`src/rtl/sorted_priority_table_insert_defines.svh`:
```
// Assertion macros for the sorted priority table insert block.
// No dependencies; included by the RTL files that carry assertions.
`ifndef SORTED_PRIORITY_TABLE_INSERT_DEFINES_SVH
`define SORTED_PRIORITY_TABLE_INSERT_DEFINES_SVH

// Same-cycle implication, disabled while reset is asserted.
`define SPTI_ASSERT_NOW(name, clk, rst_n, ante, cons, msg) \
    name: assert property (@(posedge clk) disable iff (!(rst_n)) (ante) |-> (cons)) \
        else $error(msg);

// Next-cycle implication, disabled while reset is asserted.
`define SPTI_ASSERT_NEXT(name, clk, rst_n, ante, cons, msg) \
    name: assert property (@(posedge clk) disable iff (!(rst_n)) (ante) |=> (cons)) \
        else $error(msg);

`endif

```
`src/rtl/spti_pkg.sv`:
```
// Shared types and constants for the sorted priority table insert block.
// No dependencies; imported by spti_cell and sorted_priority_table_insert.
package spti_pkg;

    localparam int PRIO_W   = 8;
    localparam int PAY_IN_W = 32;
    localparam int STATUS_W = 2;
    localparam int POS_W    = 4;
    localparam int CNT_W    = 5;
    localparam int IN_W     = 40;
    localparam int OUT_W    = 16;
    localparam int PAY_EXT_W = 64;

    localparam logic [STATUS_W-1:0] ST_OK   = 2'd0;
    localparam logic [STATUS_W-1:0] ST_FULL = 2'd1;
    localparam logic [STATUS_W-1:0] ST_ZERO = 2'd2;

    // Insert command broadcast to every cell.
    typedef struct packed {
        logic              en;
        logic [PRIO_W-1:0] prio;
    } t_cmd;

    // Link from one cell to its right neighbor.
    typedef struct packed {
        logic              vld;
        logic              gt;   // slot is empty or holds a larger priority
        logic [PRIO_W-1:0] prio;
    } t_link;

endpackage

```
`src/rtl/spti_cell.sv`:
```
// One slot of the sorted table: priority, payload and a valid bit.
// Depends on spti_pkg.
module spti_cell #(
    parameter int PAYLOAD_WIDTH = 32
) (
    input  logic                     i_clk,
    input  logic                     i_rst_n,
    input  spti_pkg::t_cmd           i_cmd,
    input  logic [PAYLOAD_WIDTH-1:0] i_new_pay,
    input  spti_pkg::t_link          i_left,
    input  logic [PAYLOAD_WIDTH-1:0] i_left_pay,
    output spti_pkg::t_link          o_link,
    output logic [PAYLOAD_WIDTH-1:0] o_pay,
    output logic                     o_hit
);
    import spti_pkg::*;

    logic               r_vld;
    logic [PRIO_W-1:0]  r_prio;
    logic [PAYLOAD_WIDTH-1:0] r_pay;
    logic               gt;
    logic               take_left;

    assign gt        = !r_vld || (r_prio > i_cmd.prio);
    assign take_left = i_left.gt;
    // First slot that is empty or whose content is larger receives the new entry.
    assign o_hit     = gt && !i_left.gt;

    always_ff @(posedge i_clk) begin
        if (!i_rst_n) begin
            r_vld  <= 1'b0;
            r_prio <= '0;
        end else if (i_cmd.en) begin
            if (take_left) begin
                r_vld  <= i_left.vld;
                r_prio <= i_left.prio;
            end else if (o_hit) begin
                r_vld  <= 1'b1;
                r_prio <= i_cmd.prio;
            end
        end
    end

    always_ff @(posedge i_clk) begin
        if (i_cmd.en) begin
            if (take_left) begin
                r_pay <= i_left_pay;
            end else if (o_hit) begin
                r_pay <= i_new_pay;
            end
        end
    end

    assign o_link.vld  = r_vld;
    assign o_link.gt   = gt;
    assign o_link.prio = r_prio;
    assign o_pay       = r_pay;

endmodule

```
`src/rtl/sorted_priority_table_insert.sv`:
```
// Top level of the sorted priority table insert block: stream ports,
// result register and the row of table cells. Depends on spti_pkg,
// spti_cell and sorted_priority_table_insert_defines.svh.
//
//  Channel   Direction  Transfer condition      Content
//  s_axis    in         tvalid & tready         priority_req, payload
//  m_axis    out        tvalid & tready         status, position, count
//
// Each accepted transfer is resolved by one compare across the cell row: every cell compares its
// stored priority against the new one and either keeps, takes the new entry
// or takes its left neighbor's entry, so one item per cycle is sustained while
// the receiver does not hold the output register with backpressure.
// The result sits in an output register; a new transfer is taken whenever
// that register is empty or being drained in the same cycle.
// Reset (synchronous, active low) empties every cell and clears the count.
module sorted_priority_table_insert #(
    parameter int MAX_ENTRIES   = 16,
    parameter int PAYLOAD_WIDTH = 32
) (
    input  logic                     i_clk,
    input  logic                     i_rst_n,
    input  logic                     i_s_axis_tvalid,
    output logic                     o_s_axis_tready,
    // [7:0] priority_req, [39:8] payload
    input  logic [spti_pkg::IN_W-1:0]  i_s_axis_tdata,
    output logic                     o_m_axis_tvalid,
    input  logic                     i_m_axis_tready,
    // [1:0] status, [5:2] position, [10:6] count, [15:11] zero
    output logic [spti_pkg::OUT_W-1:0] o_m_axis_tdata
);
    import spti_pkg::*;
    `include "sorted_priority_table_insert_defines.svh"

    localparam int IDX_W = $clog2(MAX_ENTRIES);
    localparam int CNT_IW = $clog2(MAX_ENTRIES + 1);

    // Input unpack.
    logic [PRIO_W-1:0]        in_prio;
    logic [PAY_IN_W-1:0]      in_pay;
    logic [PAY_EXT_W-1:0]     pay_ext;
    logic [PAYLOAD_WIDTH-1:0] new_pay;

    assign in_prio = i_s_axis_tdata[PRIO_W-1:0];
    assign in_pay  = i_s_axis_tdata[PRIO_W +: PAY_IN_W];
    // Keep the low PAYLOAD_WIDTH bits, zero above the input field.
    assign pay_ext = PAY_EXT_W'(in_pay);
    assign new_pay = pay_ext[PAYLOAD_WIDTH-1:0];

    // Handshake and output register.
    logic              r_out_valid;
    logic [OUT_W-1:0]  r_out_data;
    logic              s_fire;

    assign o_s_axis_tready = !r_out_valid || i_m_axis_tready;
    assign s_fire          = i_s_axis_tvalid && o_s_axis_tready;
    assign o_m_axis_tvalid = r_out_valid;
    assign o_m_axis_tdata  = r_out_data;

    // Cell row: link[i] feeds cell i, cell i drives link[i+1].
    t_link                    link     [MAX_ENTRIES+1];
    logic [PAYLOAD_WIDTH-1:0] link_pay [MAX_ENTRIES+1];
    logic [MAX_ENTRIES-1:0]   hit;
    t_cmd                     cmd;
    logic                     full;

    logic [CNT_IW-1:0]        r_count;
    logic [STATUS_W-1:0]      status;
    logic [IDX_W-1:0]         pos;

    assign full = link[MAX_ENTRIES].vld;

    // Zero priority is checked before the full condition.
    always_comb begin
        if (in_prio == '0) begin
            status = ST_ZERO;
        end else if (full) begin
            status = ST_FULL;
        end else begin
            status = ST_OK;
        end
    end

    assign cmd.en   = s_fire && (status == ST_OK);
    assign cmd.prio = in_prio;

    assign link[0].vld  = 1'b0;
    assign link[0].gt   = 1'b0;
    assign link[0].prio = '0;
    assign link_pay[0]  = '0;

    for (genvar g = 0; g < MAX_ENTRIES; g++) begin : g_cell
        spti_cell #(
            .PAYLOAD_WIDTH (PAYLOAD_WIDTH)
        ) u_cell (
            .i_clk      (i_clk),
            .i_rst_n    (i_rst_n),
            .i_cmd      (cmd),
            .i_new_pay  (new_pay),
            .i_left     (link[g]),
            .i_left_pay (link_pay[g]),
            .o_link     (link[g+1]),
            .o_pay      (link_pay[g+1]),
            .o_hit      (hit[g])
        );
    end

    // Encode the one-hot insert slot; the first cell that is empty or holds
    // a larger priority is the only hit.
    always_comb begin
        pos = '0;
        for (int k = 0; k < MAX_ENTRIES; k++) begin
            if (hit[k]) begin
                pos = pos | IDX_W'(k);
            end
        end
    end

    // Result fields, masked to their port widths.
    logic [CNT_IW-1:0] n_count;
    logic [31:0]       cnt_wide;
    logic [31:0]       pos_wide;
    logic [POS_W-1:0]  res_pos;
    logic [CNT_W-1:0]  res_cnt;

    assign n_count  = (status == ST_OK) ? r_count + CNT_IW'(1) : r_count;
    assign cnt_wide = 32'(n_count);
    assign pos_wide = (status == ST_OK) ? 32'(pos) : 32'd0;
    assign res_cnt  = cnt_wide[CNT_W-1:0];
    assign res_pos  = pos_wide[POS_W-1:0];

    always_ff @(posedge i_clk) begin
        if (!i_rst_n) begin
            r_count     <= '0;
            r_out_valid <= 1'b0;
        end else begin
            if (s_fire) begin
                r_count     <= n_count;
                r_out_valid <= 1'b1;
            end else if (i_m_axis_tready) begin
                // Drop the result once the far side has taken it.
                r_out_valid <= 1'b0;
            end
        end
    end

    always_ff @(posedge i_clk) begin
        if (s_fire) begin
            r_out_data <= {(OUT_W - STATUS_W - POS_W - CNT_W)'(0), res_cnt, res_pos, status};
        end
    end

    `SPTI_ASSERT_NOW(a_count_bound, i_clk, i_rst_n, 1'b1,
        r_count <= CNT_IW'(MAX_ENTRIES), "entry count above table depth")
    `SPTI_ASSERT_NOW(a_full_match, i_clk, i_rst_n, 1'b1,
        full == (r_count == CNT_IW'(MAX_ENTRIES)), "last cell valid disagrees with count")
    `SPTI_ASSERT_NOW(a_hit_onehot, i_clk, i_rst_n, cmd.en,
        $onehot(hit), "insert without exactly one target slot")
    `SPTI_ASSERT_NEXT(a_count_step, i_clk, i_rst_n, cmd.en,
        r_count == $past(r_count) + CNT_IW'(1), "count not advanced on insert")

endmodule

```
`config.mk`:
```
export PLATFORM = sky130hd
export DESIGN_NAME = sorted_priority_table_insert
export DESIGN_NICKNAME = d
export VERILOG_FILES = /design/src/rtl/spti_pkg.sv /design/src/rtl/spti_cell.sv /design/src/rtl/sorted_priority_table_insert.sv
export VERILOG_INCLUDE_DIRS = /design/src /design/src/rtl
export SDC_FILE = /design/constraint.sdc
export NUM_CORES = 1
export LEC_CHECK = 0
export BUFFER_PORTS_ARGS = -buffer_cell sky130_fd_sc_hd__buf_4
export CELL_PAD_IN_SITES_DETAIL_PLACEMENT = 2
export CELL_PAD_IN_SITES_GLOBAL_PLACEMENT = 2
export CORE_MARGIN = 5
export CORE_UTILIZATION = 41
export CTS_BUF_LIST = sky130_fd_sc_hd__clkbuf_8
export DETAILED_ROUTE_END_ITERATION = 12
export PLACE_DENSITY_LB_ADDON = 0.15
export SLEW_MARGIN = 10
export SYNTH_ARGS = -nofsm -noshare
export SYNTH_HDL_FRONTEND = slang
export SYNTH_SLANG_ARGS = --single-unit
```
`constraint.sdc`:
```
create_clock -name i_clk -period 3.1 [get_ports i_clk]
set_clock_uncertainty 0.15 [all_clocks]
set_input_delay 0.155 -clock i_clk [delete_from_list [all_inputs] [get_ports i_clk]]
set_output_delay 0.155 -clock i_clk [all_outputs]
set_load 0.02 [all_outputs]
```
==> flow_metrics.py, run 1 <==
metrics = {
    "logic_synthesis": {
        "synth_edf_count": 11,
        "synth_cell_types": 54,
        "avgSynthCellArea_sq_um": 9.56,
        "synth_cells": 1114,
        "seq_area_frac_synth_pct": 31.3,
        "synth_top_flop_cell": "dfxtp_1",
        "synth_async_sr_flop_share_pct": 0,
        "synthesis.area_sq_um": 10700,
        "synth_seq_cells": 161,
        "yosys_warnings": 0,
    },
    "global_route": {
        "overflow": 0,
        "grt_pass1_vias": 9537,
        "grt_start_max_net_pins": 60,
        "grt_pass1_wl_microns": 52600,
        "antenna_found_initial": 0,
        "grt_usage_pct": 22.8,
    },
    "worst_setup_path": {
        "start_kind": "register",
        "crit_arrival_ps": 3080,
        "cp-end-kind": "register",
        "required_ps": 3310,
        "worstPathMaxFanout": 9,
        "crit_type": "reg -> reg",
    },
    "die": {
        "start_util_pct": 41.2,
        "dieArea_sq_um": 29300,
        "fp.dieH_microns": 171,
        "pin_count": 62,
        "rows": 59,
        "core-area_sq_um": 25800,
        "die_width_microns": 171,
    },
    "flow_run": {
        "cap_viol_max_count": 0,
    },
    "timing": {
        "fin_setup_tns_ps": 0,
        "setup_viol": 0,
        "tightest_slew_ps": 1210,
        "fmax_mhz": 348,
        "slew_viol_final": 0,
        "relSlewSlack_pct": 19.5,
        "fin_crit_ps": 2880,
        "rsz0062_at_grt": "no",
        "final_hold_viol_count": 0,
        "fin_crit_sh_pct": 92.8,
    },
    "cts": {
        "clkTransAtPathRegs_ps": 90,
        "insertion_delay_ps": 480,
        "clock_sinks": 161,
        "cts_made_buffers": 17,
        "cts_tree": "done",
        "h-tree-depth": 4,
        "clockBufferDepth": 2,
        "postCtsSetupBuffers": 0,
        "cts-root-buf": "clkbuf_8",
    },
    "route": {
        "vias": 8690,
        "drc": 0,
        "drtPass1Iterations": 4,
        "first_iter_violations": 298,
        "wirelength_microns": 32500,
        "drt-wirelength-per-cell_microns": 21.8,
        "viasPerCell": 5.83,
        "ant_nets": 0,
    },
    "run_status": {
        "status": "finished clean",
    },
    "layout": {
        "synthToLayoutAreaGrowth_pct": 10.7,
        "final_nets": 1316,
        "drive_above_1_share_pct": 16.5,
        "antenna_cells": 0,
        "fin_cells": 1491,
    },
    "placed_design": {
        "portBuffers": 24,
        "dp.final_hpwl_microns": 23100,
        "gp_congestion": 0.754,
        "dp.cells": 1456,
    },
    "worst_hold_path": {
        "hold_class": "in -> reg",
    },
    "power_and_ir_drop": {
        "ir_drop_v": 0.000204,
        "power.density_nw_per_um2": 424,
        "power.total_uw": 5010,
        "p_leak_uw": 0.00566,
    },
}
-- placed cells by master (no fill, tap or decap), drive strengths merged, types with 11 or more instances in the layout --
master and instances:
a211oi 16, dfxtp 150, mux2i 99, a21oi 61, clkbuf 18, nand2b 14
nand4 22, o211a 106, nor2 30, or3 18, o211ai 18, o31ai 11
buf 77, inv 36, a21boi 18, o21bai 11, nand2 164, edfxtp 11
ha 129, nand3 11, nor2b 39, mux2 15, o21ai 24
-- state kept, by name, summed over array words and instances, names as in the netlist --
name                  cells
g_cell.u_cell.r_prio    128
g_cell.u_cell.r_vld      16
r_count                   5
o_m_axis_tvalid           1
o_m_axis_tdata           11
-- layer usage --
layer | part of all wire, % | vias up | GRT usage [%]
li1 | - | 4126 | -
met1 | 47 | 4439 | 29.7
met2 | 49 | 96 | 40.4
met3 | 2.8 | 29 | 3.10
met4 | 1.1 | 0 | 4.58
met5 | 0 | - | 0
-- where the power goes --
part / internal (uW) / switching, uW
clock: 749 / 905
combinational: 423 / 589
sequential: 2230 / 116
total: 3400 / 1610
-- repair_timing --
action                                  in CTS  in global routing
hold endpoints to repair                    28                  0
hold buffers                                 3                  0
endpoints found under the setup margin       0                  1
resized for setup                            0                  1
-- through the flow --
stage / setup slack, ps / util (%) / instance area [sq um] / hold slack (ps)
finish: 222 / 45.7 / 11800 / 37.0
global route: 0.813 / 45.7 / 11800 / 7.91
CTS: 155 / 45.6 / 11800 / 13.6
detailed placement: -38.8 / 44.0 / 11400 / 296
global placement: 72.1 / 44.0 / 11400 / 279
floorplan: 274 / - / 10700 / 144
-- cells by family after synthesis --
family / count (synthesis) / synth area share [%]
AO/OA/AOI/OAI: 278 / 21.7
buffers and inverters: 104 / 5.08
multiplexers: 114 / 10.9
XOR/XNOR: 6 / 0.493
other: 1 / 0.0352
flip-flops: 161 / 31.3
adder cells (fa/ha/maj): 129 / 15.1
AND/OR/NAND/NOR: 321 / 15.4
-- synthesized netlist by cell type (10+ instances only) --
| master | number | area [sq um] |
|---|---|---|
| o211a_1 | 106 | 1060 |
| mux2i_1 | 99 | 991 |
| a21boi_2 | 10 | 113 |
| mux2_2 | 15 | 169 |
| nand2_1 | 153 | 574 |
| nand3_1 | 11 | 55.1 |
| edfxtp_1 | 11 | 330 |
| o21ai_0 | 23 | 115 |
| dfxtp_1 | 150 | 3000 |
| ha_1 | 129 | 1610 |
| nand4_1 | 22 | 138 |
| or3_1 | 18 | 113 |
| nor2_1 | 21 | 78.8 |
| nor2b_1 | 39 | 244 |
| a21oi_1 | 56 | 280 |
| inv_1 | 30 | 113 |
| a211oi_1 | 16 | 120 |
| o211ai_1 | 18 | 135 |
| nand2b_1 | 14 | 87.6 |
| o21bai_1 | 11 | 82.6 |
| clkbuf_1 | 35 | 131 |
| nand2_2 | 10 | 62.6 |
| buf_2 | 22 | 110 |
-- final timing paths --
check                                  start  cells past startpoint  slack [ps]                         end
hold / removal             i_s_axis_tdata[2]                      3          40           o_m_axis_tdata[1]
setup / recovery  g_cell[5].u_cell.r_prio[5]                      8         220  g_cell[6].u_cell.r_prio[4]
setup reg to reg  g_cell[5].u_cell.r_prio[5]                      8         220  g_cell[6].u_cell.r_prio[4]
hold reg to reg       g_cell[9].u_cell.r_vld                      2         350     g_cell[10].u_cell.r_vld
-- final cells by class --
type	instances	area [sq um]
fillers	2786	14000
clock inverters	14	154
clock buffers	18	248
inverters	30	113
multi-input cells	853	6850
flip-flops and latches	161	3330
repair buffers	80	683
well taps	335	419
-- worst max-delay path, cell delays in order (launching register included) --
cell      delay, ps
dfxtp_1         340
ha_1            290
a211oi_1        290
nor2_1           90
o41ai_2         620
buf_4           260
a21o_1          410
mux2i_1         250
nor2b_1          70
No activity file was read; power rests on OpenSTA's default activity.
==> inputs of run 2 (changes only) <==
Settings changed: CORE_UTILIZATION 41 to 40, CTS_BUF_LIST sky130_fd_sc_hd__clkbuf_8 to not set.
==> flow_metrics.py, run 2 (synthesis results as in run 1) <==
metrics = {
    "run_status": {
        "status": "finished clean",
    },
    "die": {
        "rows": 59,
        "start_util_pct": 40.8,
        "dieArea_sq_um": 30000,
        "pin_count": 62,
        "core-area_sq_um": 26100,
        "fp.dieH_microns": 173,
        "die_width_microns": 173,
    },
    "cts": {
        "clockBufferDepth": 2,
        "clock_sinks": 161,
        "cts-root-buf": "clkbuf_16",
        "h-tree-depth": 4,
        "postCtsSetupBuffers": 0,
        "clkTransAtPathRegs_ps": 70,
        "cts_tree": "done",
        "cts_made_buffers": 17,
        "insertion_delay_ps": 440,
    },
    "timing": {
        "fmax_mhz": 349,
        "tightest_slew_ps": 1170,
        "setup_viol": 0,
        "fin_crit_sh_pct": 92.4,
        "final_hold_viol_count": 0,
        "fin_crit_ps": 2860,
        "fin_setup_tns_ps": 0,
        "relSlewSlack_pct": 21.8,
        "final.setup.worst_slack_ps": 236,
        "hold_ws_ps": 58.7,
        "slew_viol_final": 0,
    },
    "route": {
        "vias": 8648,
        "drtPass1Iterations": 4,
        "first_iter_violations": 413,
        "ant_nets": 0,
        "wirelength_microns": 33900,
        "drc": 0,
        "viasPerCell": 5.79,
        "drt-wirelength-per-cell_microns": 22.7,
    },
    "placed_design": {
        "portBuffers": 24,
        "dp.final_hpwl_microns": 24000,
        "dp_slack_ps": 2.57,
        "dpl_cell_area_sq_um": 11300,
        "gp_congestion": 0.763,
        "dp.cells": 1460,
    },
    "layout": {
        "largest_reg_flops": 128,
        "antenna_cells": 0,
        "layout_commonest_cell": "nand2_1",
        "fin_cells": 1494,
        "synthToLayoutAreaGrowth_pct": 12.2,
        "stdcell_area_sq_um": 12000,
        "top_register": "g_cell.u_cell.r_prio",
        "drive_above_1_share_pct": 16.8,
        "final_cell_mix": "nand2_1, dfxtp_1, ha_1, o211a_1, mux2i_1",
        "nFillCells": 2846,
        "final_nets": 1319,
    },
    "power_and_ir_drop": {
        "ir_drop_v": 0.000310,
        "power.density_nw_per_um2": 456,
        "clkPwrFrac_pct": 38.4,
        "combinationalPowerShare_pct": 18.5,
        "swShare_pct": 31.0,
        "power_frac_seq_pct": 43.1,
        "p_leak_uw": 0.00574,
        "power.internal_uw": 3760,
        "net-switching-power_uw": 1690,
    },
    "global_route": {
        "grt_pass1_wl_microns": 54900,
        "overflow": 0,
        "grt_pass1_vias": 9448,
        "grt_start_max_net_pins": 68,
        "antenna_found_initial": 0,
        "grt_usage_pct": 22.8,
    },
    "flow_run": {
        "cap_viol_max_count": 0,
    },
    "worst_setup_path": {
        "cp-end-kind": "register",
        "required_ps": 3290,
        "crit_arrival_ps": 3050,
        "crit_type": "reg -> reg",
        "start_kind": "register",
        "worstPathMaxFanout": 11,
    },
    "worst_hold_path": {
        "hold_class": "in -> reg",
    },
}
-- run 2: cell type report --
type,instances,area (sq um),share of cell area (%)
multi-input cells,853,6870,57.4
flip-flops and latches,161,3330,27.9
repair buffers,83,666,5.57
clock buffers,18,429,3.59
well taps,335,419,3.51
clock inverters,14,133,1.11
inverters,30,113,0.942
-- run 2: layer usage --
metal	vias up	global-route usage [%]	routed length (microns)
met4	0	5.25	577
met1	4374	29.9	15700
li1	4147	-	-
met3	36	2.94	731
met5	-	0	0
met2	91	40.0	16900
-- run 2: worst max-delay path, stage by stage (launching register included) --
cell and delay (ps):
dfxtp_1 380, ha_1 260, nor2b_1 140, o211ai_1 190, a21oi_1 170, o41ai_4 420
buf_4 290, a21o_1 450, mux2i_1 250, nor2b_1 60
-- run 2: power groups by stage --
stage / sequential [uW] / combinational (uW) / clock, uW
final: 2350 / 1010 / 2090
after global routing: 2370 / 1140 / 2230
after CTS: 2350 / 1020 / 2150
after detailed placement: 2390 / 1000 / 0
after global placement: 2390 / 945 / 0
after floorplan: 2360 / 706 / 0
-- run 2: path summary, 6_finish.rpt --
path | to | start | slack (ps) | cells after the start
worst min register to register | g_cell[1].u_cell.r_vld | g_cell[0].u_cell.r_vld | 350 | 2
worst max-delay path | g_cell[6].u_cell.r_prio[4] | g_cell[5].u_cell.r_prio[1] | 240 | 9
worst min-delay path | g_cell[14].u_cell.r_prio[2] | i_rst_n | 60 | 2
worst max register to register | g_cell[6].u_cell.r_prio[4] | g_cell[5].u_cell.r_prio[1] | 240 | 9
-- run 2: metrics by stage --
step | power [uW] | utilization, %
floorplan | 3070 | -
global placement | 3330 | 43.4
detailed placement | 3400 | 43.4
CTS | 5520 | 45.7
global route | 5740 | 45.8
finish | 5460 | 45.8
-- run 2: timing repair --
item | CTS | global route
endpoints found under the hold margin | 1 | 0
hold buffers | 2 | 0
gates resized for setup | 0 | 2
endpoints found under the setup margin | 0 | 9
==> inputs of run 3 (changes only) <==
--- a/config.mk
+++ b/config.mk
@@ -7,5 +7,5 @@
 export NUM_CORES = 1
 export LEC_CHECK = 0
-export BUFFER_PORTS_ARGS = -buffer_cell sky130_fd_sc_hd__buf_4
+export BUFFER_PORTS_ARGS = -buffer_cell sky130_fd_sc_hd__buf_2
 export CELL_PAD_IN_SITES_DETAIL_PLACEMENT = 2
 export CELL_PAD_IN_SITES_GLOBAL_PLACEMENT = 2
==> constraint.sdc (replaced) <==
create_clock -name i_clk -period 3.1 [get_ports i_clk]
set_clock_uncertainty 0.15 [all_clocks]
set_input_delay 0.775 -clock i_clk [delete_from_list [all_inputs] [get_ports i_clk]]
set_output_delay 0.775 -clock i_clk [all_outputs]
set_load 0.02 [all_outputs]
==> flow_metrics.py, run 3 (synthesis results as in run 1) <==
metrics = {
    "die": {
        "pin_count": 62,
        "core-area_sq_um": 26100,
        "die_width_microns": 173,
        "fp.dieH_microns": 173,
        "start_util_pct": 40.8,
        "rows": 59,
        "dieArea_sq_um": 30000,
    },
    "route": {
        "drt-wirelength-per-cell_microns": 24.2,
        "first_iter_violations": 308,
        "ant_nets": 0,
        "wirelength_microns": 37200,
        "drc": 0,
        "drtPass1Iterations": 4,
        "vias": 8969,
        "viasPerCell": 5.84,
    },
    "layout": {
        "layout_commonest_cell": "nand2_1",
        "final_cell_mix": "nand2_1, dfxtp_1, ha_1, o211a_1, mux2i_1",
        "fin_cells": 1536,
        "top_register": "g_cell.u_cell.r_prio",
        "final_nets": 1361,
        "largest_reg_flops": 128,
        "stdcell_area_sq_um": 12600,
        "antenna_cells": 0,
        "synthToLayoutAreaGrowth_pct": 18.4,
        "drive_above_1_share_pct": 21.4,
    },
    "worst_setup_path": {
        "critPathSlowestCell": "inv_4",
        "worst-r2r-cell-count": 10,
        "crit_end": "o_m_axis_tdata[5]",
        "r2r-end": "g_cell[6].u_cell.r_prio[4]",
        "cp_num_buf_inv": 6,
        "worst_path_most_repeated_cell": "buf_4",
        "cp_top_family": "buffers and inverters",
        "start_kind": "input pin",
        "required_ps": 3130,
        "worstPathMaxFanout": 14,
        "critical-path-max-stage-delay_ps": 240,
        "rr_startpoint": "g_cell[5].u_cell.r_prio[1]",
        "cp.depth": 14,
        "startpoint": "i_s_axis_tdata[1]",
        "crit_arrival_ps": 2980,
        "crit_type": "in -> reg",
        "r2r_setup_slack_ps": 500,
        "cp-end-kind": "register",
        "worstPathCellList": "buf_2 -> inv_4 -> buf_4 -> buf_4 -> ha_1 -> nor2b_1 -> o21bai_1 -> a21oi_1 -> o31ai_2 -> buf_4 -> buf_12 -> nand2_4 -> a21oi_1 -> o22ai_1",
    },
    "timing": {
        "relSlewSlack_pct": 66.3,
        "fmax_mhz": 339,
        "final_hold_viol_count": 0,
        "tightest_slew_ps": 505,
        "fin_crit_sh_pct": 95.3,
        "rsz0062_at_grt": "no",
        "setup_viol": 0,
        "slew_viol_final": 0,
        "fin_crit_ps": 2950,
    },
    "cts": {
        "clockBufferDepth": 2,
        "postCtsHoldBufs": 0,
        "insertion_delay_ps": 450,
        "cts-root-buf": "clkbuf_16",
        "clkTransAtPathRegs_ps": 70,
        "cts_tree": "done",
        "h-tree-depth": 4,
        "cts_made_buffers": 17,
        "clock_sinks": 161,
        "postCtsSetupBuffers": 0,
        "cts_resized": 0,
    },
    "global_route": {
        "grt_pass1_vias": 10500,
        "grt_pass1_wl_microns": 59200,
        "overflow": 0,
        "antenna_found_initial": 0,
        "grt_usage_pct": 25.0,
        "grt_start_max_net_pins": 85,
    },
    "power_and_ir_drop": {
        "ir_drop_v": 0.000362,
        "p_leak_uw": 0.00603,
        "power.density_nw_per_um2": 450,
    },
    "placed_design": {
        "portBuffers": 24,
        "dp.cells": 1504,
        "dpl_cell_area_sq_um": 12000,
        "dp.final_hpwl_microns": 25200,
        "gp_congestion": 0.775,
    },
    "worst_hold_path": {
        "hold_class": "reg -> reg",
        "hold_start": "g_cell[12].u_cell.r_vld",
        "holdPathStages": 2,
    },
    "flow_run": {
        "cap_viol_max_count": 0,
    },
    "run_status": {
        "status": "finished clean",
    },
}
run 3: changes by cell type in the layout (fill, tap and decap cells not counted), moves of 4 or more:
cell | previous run | this run
mux2_2 | 15 | 8
ha_1 | 129 | 124
buf_2 | 0 | 23
clkinv_4 | 6 | 2
ha_4 | 0 | 5
mux2_4 | 0 | 7
o31ai_4 | 0 | 5
o31ai_2 | 11 | 6
inv_2 | 0 | 4
inv_1 | 30 | 23
buf_12 | 3 | 21
run 3: report_power, final:
part / internal [uW] / leakage [uW] / switching (uW)
combinational: 486 / 0.00441 / 651
clock: 1200 / 0.000278 / 992
sequential: 2230 / 0.00134 / 123
run 3: worst min path at each step:
stage	endpoint	slack, ps
after CTS	g_cell[12].u_cell.r_vld	350
after global placement	g_cell[12].u_cell.r_vld	320
after detailed placement	g_cell[10].u_cell.r_vld	340
after floorplan	g_cell[10].u_cell.r_vld	300
final	g_cell[12].u_cell.r_vld	350
after global routing	g_cell[12].u_cell.r_vld	360
run 3: layout make-up:
| class | count | area (sq um) |
|---|---|---|
| Multi-Input combinational cell | 853 | 7020 |
| Clock inverter | 14 | 154 |
| Timing Repair Buffer | 125 | 1140 |
| Sequential cell | 161 | 3330 |
| Inverter | 30 | 121 |
| Clock buffer | 18 | 429 |
| Tap cell | 335 | 419 |
| Fill cell | 2761 | 13500 |
run 3: worst min-delay path, cell delays in order, from the launching register on:
cell and delay [ps]:
dfxtp_1 340, nand2_2 70, a21boi_2 50
run 3: metal layers:
metal	vias up	routed length (microns)	track usage, %
met1	4495	14900	28.0
met2	153	19700	47.2
li1	4229	-	-
met3	92	1180	4.01
met5	-	0	0
met4	0	1350	9.94
run 3: metrics by stage:
stage / utilization, % / total power [uW] / hold WS, ps / setup WS, ps / setup TNS (ps)
after floorplan: - / 3100 / 303 / -62.7 / -963
after global placement: 46.1 / 3430 / 318 / -231 / -8140
after detailed placement: 46.1 / 3510 / 336 / -255 / -14900
after CTS: 48.3 / 5740 / 352 / 166 / 0
after global routing: 48.3 / 5960 / 362 / 45.3 / 0
final: 48.3 / 5680 / 351 / 147 / 0
